<file path="src/sv/km_pkg.sv">
`timescale 1ns / 1ps
// ----------------------------------------------------------------------------
// km_pkg
// shared types and constants of the k-means assign and update engine
// ----------------------------------------------------------------------------
package km_pkg;

  localparam int NC     = 128;   // center slots
  localparam int ND     = 1024;  // elements per vector
  localparam int CW     = 7;     // center index width
  localparam int DW     = 10;    // element index width
  localparam int NCW    = 8;     // centers_in_use width
  localparam int NDW    = 11;    // dims_in_use width
  localparam int VW     = 16;    // element value width
  localparam int SUMW   = 37;    // per element sum width
  localparam int CNTW   = 21;    // member count width
  localparam int DISTW  = 48;    // distance width
  localparam int TOTW   = 63;    // pass total width
  localparam int EMPW   = 8;     // empty center count width
  localparam int MAGW   = VW + 1;

  localparam logic [CNTW-1:0] CNT_MAX = {CNTW{1'b1}};
  localparam logic [DW-1:0]   K_LAST  = {DW{1'b1}};

  // operation codes
  typedef enum logic [1:0] {
    OP_LOAD   = 2'd0,
    OP_SAMPLE = 2'd1,
    OP_UPDATE = 2'd2,
    OP_NONE   = 2'd3
  } op_t;

  // result kinds
  localparam logic RK_SAMPLE = 1'b0;
  localparam logic RK_UPDATE = 1'b1;

  // configuration register indexes
  localparam logic CFG_CENTERS = 1'b0;
  localparam logic CFG_DIMS    = 1'b1;

  // commands from controller to datapath
  typedef struct packed {
    logic          load_we;
    logic          smp_we;
    logic          elem_issue;
    logic          pos_adv;
    logic          cnt_rd_best;
    logic          cnt_chk;
    logic          acc_issue;
    logic          smp_done;
    logic          ucnt_rd;
    logic          uchk;
    logic          urd;
    logic          div_start;
    logic          cwr_upd;
    logic          upd_done;
    logic [CW-1:0] c_idx;
    logic [DW-1:0] k_idx;
  } dp_cmd_t;

  // status from datapath to controller
  typedef struct packed {
    logic last;
    logic cnt_ok;
    logic ucnt_zero;
    logic div_done;
    logic out_free;
  } dp_sts_t;

endpackage

</file>
<file path="src/sv/km_ctrl.sv">
`timescale 1ns / 1ps
// ----------------------------------------------------------------------------
// km_ctrl
// sequencer of the engine: center sweeps, sum sweeps and center update
// ----------------------------------------------------------------------------
module km_ctrl (
  input  logic                    clk,
  input  logic                    rst_n,
  input  logic                    in_valid,
  output logic                    in_ready,
  input  logic [1:0]              in_operation,
  input  logic [km_pkg::NCW-1:0]  nc_eff,
  input  logic [km_pkg::NDW-1:0]  nd_eff,
  input  km_pkg::dp_sts_t         sts,
  output km_pkg::dp_cmd_t         cmd
);
  import km_pkg::*;

  typedef enum logic [13:0] {
    ST_IDLE   = 14'b00000000000001,
    ST_ELEM   = 14'b00000000000010,
    ST_EDRAIN = 14'b00000000000100,
    ST_CNT    = 14'b00000000001000,
    ST_CNTW   = 14'b00000000010000,
    ST_ACC    = 14'b00000000100000,
    ST_ADRAIN = 14'b00000001000000,
    ST_SOUT   = 14'b00000010000000,
    ST_UCNT   = 14'b00000100000000,
    ST_UCHK   = 14'b00001000000000,
    ST_URD    = 14'b00010000000000,
    ST_UDST   = 14'b00100000000000,
    ST_UDIV   = 14'b01000000000000,
    ST_UOUT   = 14'b10000000000000
  } state_t;

  state_t        state_r, state_nxt;
  logic [CW-1:0] c_r, c_nxt;
  logic [DW-1:0] k_r, k_nxt;
  logic [1:0]    drn_r, drn_nxt;
  logic          c_last, k_last_upd;

  assign c_last     = ({1'b0, c_r} == (nc_eff - 1'b1));
  assign k_last_upd = ({1'b0, k_r} == (nd_eff - 1'b1));

  // next state and commands
  always_comb begin
    state_nxt = state_r;
    c_nxt     = c_r;
    k_nxt     = k_r;
    drn_nxt   = drn_r;
    cmd       = '0;
    cmd.c_idx = c_r;
    cmd.k_idx = k_r;
    in_ready  = 1'b0;
    unique case (state_r)
      ST_IDLE: begin
        in_ready = 1'b1;
        if (in_valid) begin
          case (op_t'(in_operation))
            OP_LOAD:   cmd.load_we = 1'b1;
            OP_SAMPLE: begin
              cmd.smp_we = 1'b1;
              c_nxt      = '0;
              state_nxt  = ST_ELEM;
            end
            OP_UPDATE: begin
              c_nxt     = '0;
              state_nxt = ST_UCNT;
            end
            default: ;
          endcase
        end
      end
      ST_ELEM: begin
        cmd.elem_issue = 1'b1;
        if (c_last) begin
          drn_nxt   = '0;
          state_nxt = ST_EDRAIN;
        end else begin
          c_nxt = c_r + 1'b1;
        end
      end
      ST_EDRAIN: begin
        drn_nxt = drn_r + 1'b1;
        if (drn_r == 2'd2) begin
          if (sts.last) begin
            state_nxt = ST_CNT;
          end else begin
            cmd.pos_adv = 1'b1;
            state_nxt   = ST_IDLE;
          end
        end
      end
      ST_CNT: begin
        cmd.cnt_rd_best = 1'b1;
        state_nxt       = ST_CNTW;
      end
      ST_CNTW: begin
        cmd.cnt_chk = 1'b1;
        k_nxt       = '0;
        state_nxt   = sts.cnt_ok ? ST_ACC : ST_SOUT;
      end
      ST_ACC: begin
        cmd.acc_issue = 1'b1;
        if (k_r == K_LAST) begin
          state_nxt = ST_ADRAIN;
        end else begin
          k_nxt = k_r + 1'b1;
        end
      end
      ST_ADRAIN: state_nxt = ST_SOUT;
      ST_SOUT: begin
        if (sts.out_free) begin
          cmd.smp_done = 1'b1;
          state_nxt    = ST_IDLE;
        end
      end
      ST_UCNT: begin
        cmd.ucnt_rd = 1'b1;
        state_nxt   = ST_UCHK;
      end
      ST_UCHK: begin
        cmd.uchk = 1'b1;
        k_nxt    = '0;
        if (!sts.ucnt_zero) begin
          state_nxt = ST_URD;
        end else if (c_last) begin
          state_nxt = ST_UOUT;
        end else begin
          c_nxt     = c_r + 1'b1;
          state_nxt = ST_UCNT;
        end
      end
      ST_URD: begin
        cmd.urd   = 1'b1;
        state_nxt = ST_UDST;
      end
      ST_UDST: begin
        cmd.div_start = 1'b1;
        state_nxt     = ST_UDIV;
      end
      ST_UDIV: begin
        if (sts.div_done) begin
          cmd.cwr_upd = 1'b1;
          if (!k_last_upd) begin
            k_nxt     = k_r + 1'b1;
            state_nxt = ST_URD;
          end else if (c_last) begin
            state_nxt = ST_UOUT;
          end else begin
            c_nxt     = c_r + 1'b1;
            state_nxt = ST_UCNT;
          end
        end
      end
      ST_UOUT: begin
        if (sts.out_free) begin
          cmd.upd_done = 1'b1;
          state_nxt    = ST_IDLE;
        end
      end
      default: state_nxt = ST_IDLE;
    endcase
  end

  always_ff @(posedge clk) begin
    if (!rst_n) begin
      state_r <= ST_IDLE;
      c_r     <= '0;
      k_r     <= '0;
      drn_r   <= '0;
    end else begin
      state_r <= state_nxt;
      c_r     <= c_nxt;
      k_r     <= k_nxt;
      drn_r   <= drn_nxt;
    end
  end

`ifndef SYNTHESIS
  a_load_idle: assert property (@(posedge clk) disable iff (!rst_n)
    cmd.load_we |-> (state_r == ST_IDLE && in_valid))
    else $error("center load outside idle");
  a_div_wait: assert property (@(posedge clk) disable iff (!rst_n)
    cmd.div_start |=> (state_r == ST_UDIV && !sts.div_done))
    else $error("divider finished too early");
  a_drain_len: assert property (@(posedge clk) disable iff (!rst_n)
    (state_r == ST_ELEM && state_nxt == ST_EDRAIN) |=> ##2 (drn_r == 2'd2))
    else $error("element drain length wrong");
`endif

endmodule

</file>
<file path="config.mk">
export PLATFORM = sky130hd
export DESIGN_NAME = km_ctrl
export DESIGN_NICKNAME = d
export VERILOG_FILES = /design/src/sv/km_pkg.sv /design/src/sv/km_ctrl.sv
export SDC_FILE = /design/constraint.sdc
export NUM_CORES = 1
export LEC_CHECK = 0
export BUFFER_PORTS_ARGS = -buffer_cell sky130_fd_sc_hd__buf_2
export CAP_MARGIN = 5
export CORE_MARGIN = 2
export CORE_UTILIZATION = 36
export CTS_BUF_LIST = sky130_fd_sc_hd__clkbuf_4
export DETAILED_ROUTE_END_ITERATION = 12
export PLACE_DENSITY = 0.66
export SLEW_MARGIN = 15
export SYNTH_ARGS = -nofsm -noshare
export SYNTH_HDL_FRONTEND = slang
export SYNTH_SLANG_ARGS = --single-unit
export TNS_END_PERCENT = 5
</file>
<file path="constraint.sdc">
create_clock -name clk -period 3.2 [get_ports clk]
set_input_delay 0.64 -clock clk [delete_from_list [all_inputs] [get_ports clk]]
set_output_delay 0.64 -clock clk [all_outputs]
set_load 0.01 [all_outputs]
</file>
==> results.yml <==
status:
  outcome: "finished, final reports clean"
yosys:
  synth_warnings: 0
  ys_ff_latch: 33
  synth_nets: 407
  synth_area_per_cell_um2: 7.73
  async_flop_share: 0
  ys_seq_area_frac: 0.231
  synth_flop_cell: "dfxtp_1"
  yosysTopAreaCell: "dfxtp_1"
  synth-edff-count: 0
  netlist.area_leader.share: 0.231
  synthDistinctLibCells: 70
  syn_area_mm2: 0.00286
  synthCells: 370
  ys_top_cells_by_area: "dfxtp_1 23%, nor2_1 3.9%, a21oi_1 3.8%"
route:
  detail-route-antenna-nets: 0
  drc: 0
  via_per_inst: 5.57
  dr.pass1.iters: 4
  drt_iter0_drc: 161
  via_count: 2963
  wire_per_inst_um: 14.4
  drt_wl_total_mm: 7.66
critical_path:
  worstSetupPathType: "reg2out"
  worst_ep_required_time_ns: 2.56
  worstPathMaxFanout: 8
  ff2ff_path_depth: 9
  arrival_ns: 2.16
  start_kind: "flip-flop"
  endpoint_kind: "output port"
  reg2reg_setup_slack_ns: 0.43
  reg2reg_from: "state_r[9]"
  rr_endpoint: "k_r[5]"
  crit_start: "state_r[9]"
  cp-endpoint: "cmd[18]"
placement:
  io_buffers: 60
  dp_hpwl_mm: 5.95
  finalWeightedCongestion: 0.946
  place_area_mm2: 0.00327
clock_network:
  clk_pin_slew_worst_paths_ns: 0.10
  clock-sinks: 33
  htree_num_levels: 2
  cts_resized: 0
  clkLatencyLatePin_ns: 0.34
  postCtsHoldBufs: 0
  post_cts_buffers: 0
  cts_tree: "built"
  numCtsBuffers: 5
  cts_root_buf: "clkbuf_4"
  clock_path_buffers: 2
global_routing:
  grt_pass1_wl_mm: 12.7
  met1_usage: 0.237
  grt_pass1_vias: 2724
  grt_max_degree: 24
  grt_util_met3: 0.0282
  antenna_found_initial: 0
  grt_usage: 0.179
  grtUsageMet2: 0.298
  overflow: 0
  gr-max-usage-layer: "met2"
floorplan:
  initial_utilization: 0.370
  dieArea_mm2: 0.00867
  ios: 61
  coreArea_mm2: 0.00773
  placement_rows: 32
  die_width_um: 93.1
  die_h_um: 93.1
cells_and_area:
  syn_to_final_growth_pct: 16.1
  drive_gt1_frac: 0.219
  stdcell_area_mm2: 0.00332
  antenna_cells: 0
  nets: 467
hold_path:
  holdCritStartpoint: "c_r[1]"
  hp-class: "reg2reg"
pwr:
  power_density_mw_per_mm2: 354
  vdd_ir_drop_max_mv: 0.219
  leakage_nw: 1.38
timing:
  tightest_slew_ns: 0.711
  tns_ns: 0
  slew_violations: 0
  rsz0062_at_grt: "false"
  relSlewSlack: 0.522
  period_share: 0.874
  hold_viol: 0
  fin_skew_ns: 0.00772
  setup_viol: 0
  hold_slack_ns: 0.540
  clock.fmax_mhz: 358
  finalCriticalPeriod_ns: 2.80
flow_run:
  max-cap-violations: 0
## cell usage after synthesis (all sizes together), types with 9 or more instances
master / n
a21oi: 23
and2: 10
and3: 12
dfxtp: 33
inv: 18
nand2: 25
nand2b: 13
nand3: 10
nand4: 9
nor2: 32
nor2b: 10
nor3: 15
nor4: 11
o21ai: 16
xnor2: 11
xor2: 11
## power breakdown
part           switching, mW  leakage (nW)  internal [mW]
combinational          0.299          1.09          0.193
sequential            0.0268         0.266          0.426
clock                  0.142        0.0292         0.0882
## placed cells by master, fill, tap and decap left out, types with 8 or more instances in the layout
cell and instances:
inv_1 17, o21ai_0 11, and3_1 12, nor2b_1 10, xor2_1 11, nand3_1 10
and2_1 10, ha_1 8, nor2_1 30, nor4_1 9, nand2b_1 13, nor3_1 13
a21oi_1 22, xnor2_1 11, nand4_1 9, nand2_1 25, dfxtp_1 33, buf_2 60
## sequential cells by signal (all words and copies together) (netlist names)
register	cells
k_r	10
drn_r	2
c_r	7
state_r	14
## cell type report
type                            count  area (um2)
Fill cell                         794        4410
Multi-Input combinational cell    306        2060
Sequential cell                    33         661
Clock inverter                      1        3.75
Clock buffer                        6        45.0
Tap cell                          102         128
Inverter                           18        67.6
Timing Repair Buffer               66         358
## cell families after synthesis
family          share of synthesized area
flops                               0.231
simple gates                        0.381
fa+ha+maj                          0.0350
compound gates                      0.219
buf+inv                            0.0494
mux                                0.0175
xor+xnor                           0.0674
## metal layers
metal  up-vias  routed length [um]
met5         -                   0
met3        11                 430
met1      1373                3490
met2        91                3630
met4         0                 112
li1       1488                   -
## through the flow
step	util	instances	worst slack [ns]	power (mW)
after floorplan	-	370	0.449	0.806
after global placement	0.423	525	0.135	0.939
after detailed placement	0.423	525	0.0936	0.945
after CTS	0.430	532	0.424	1.18
after global routing	0.430	532	0.215	1.26
final	0.430	532	0.405	1.17
## worst max-delay path, cell delays in order, from the launching register on
cell     delay (ns)
dfxtp_1        0.40
nor4_1         0.45
nand4_1        0.32
nor2_1         0.30
and2_1         0.20
buf_2          0.14
## worst min path at each step
stage / endpoint / slack [ns] / depth (start not counted)
floorplan: state_r[13] / 0.50 / 2
global placement: drn_r[0] / 0.51 / 2
detailed placement: drn_r[0] / 0.52 / 2
CTS: state_r[3] / 0.53 / 3
global route: state_r[3] / 0.53 / 3
finish: c_r[1] / 0.54 / 2
Power figures use the tool's default switching activity.
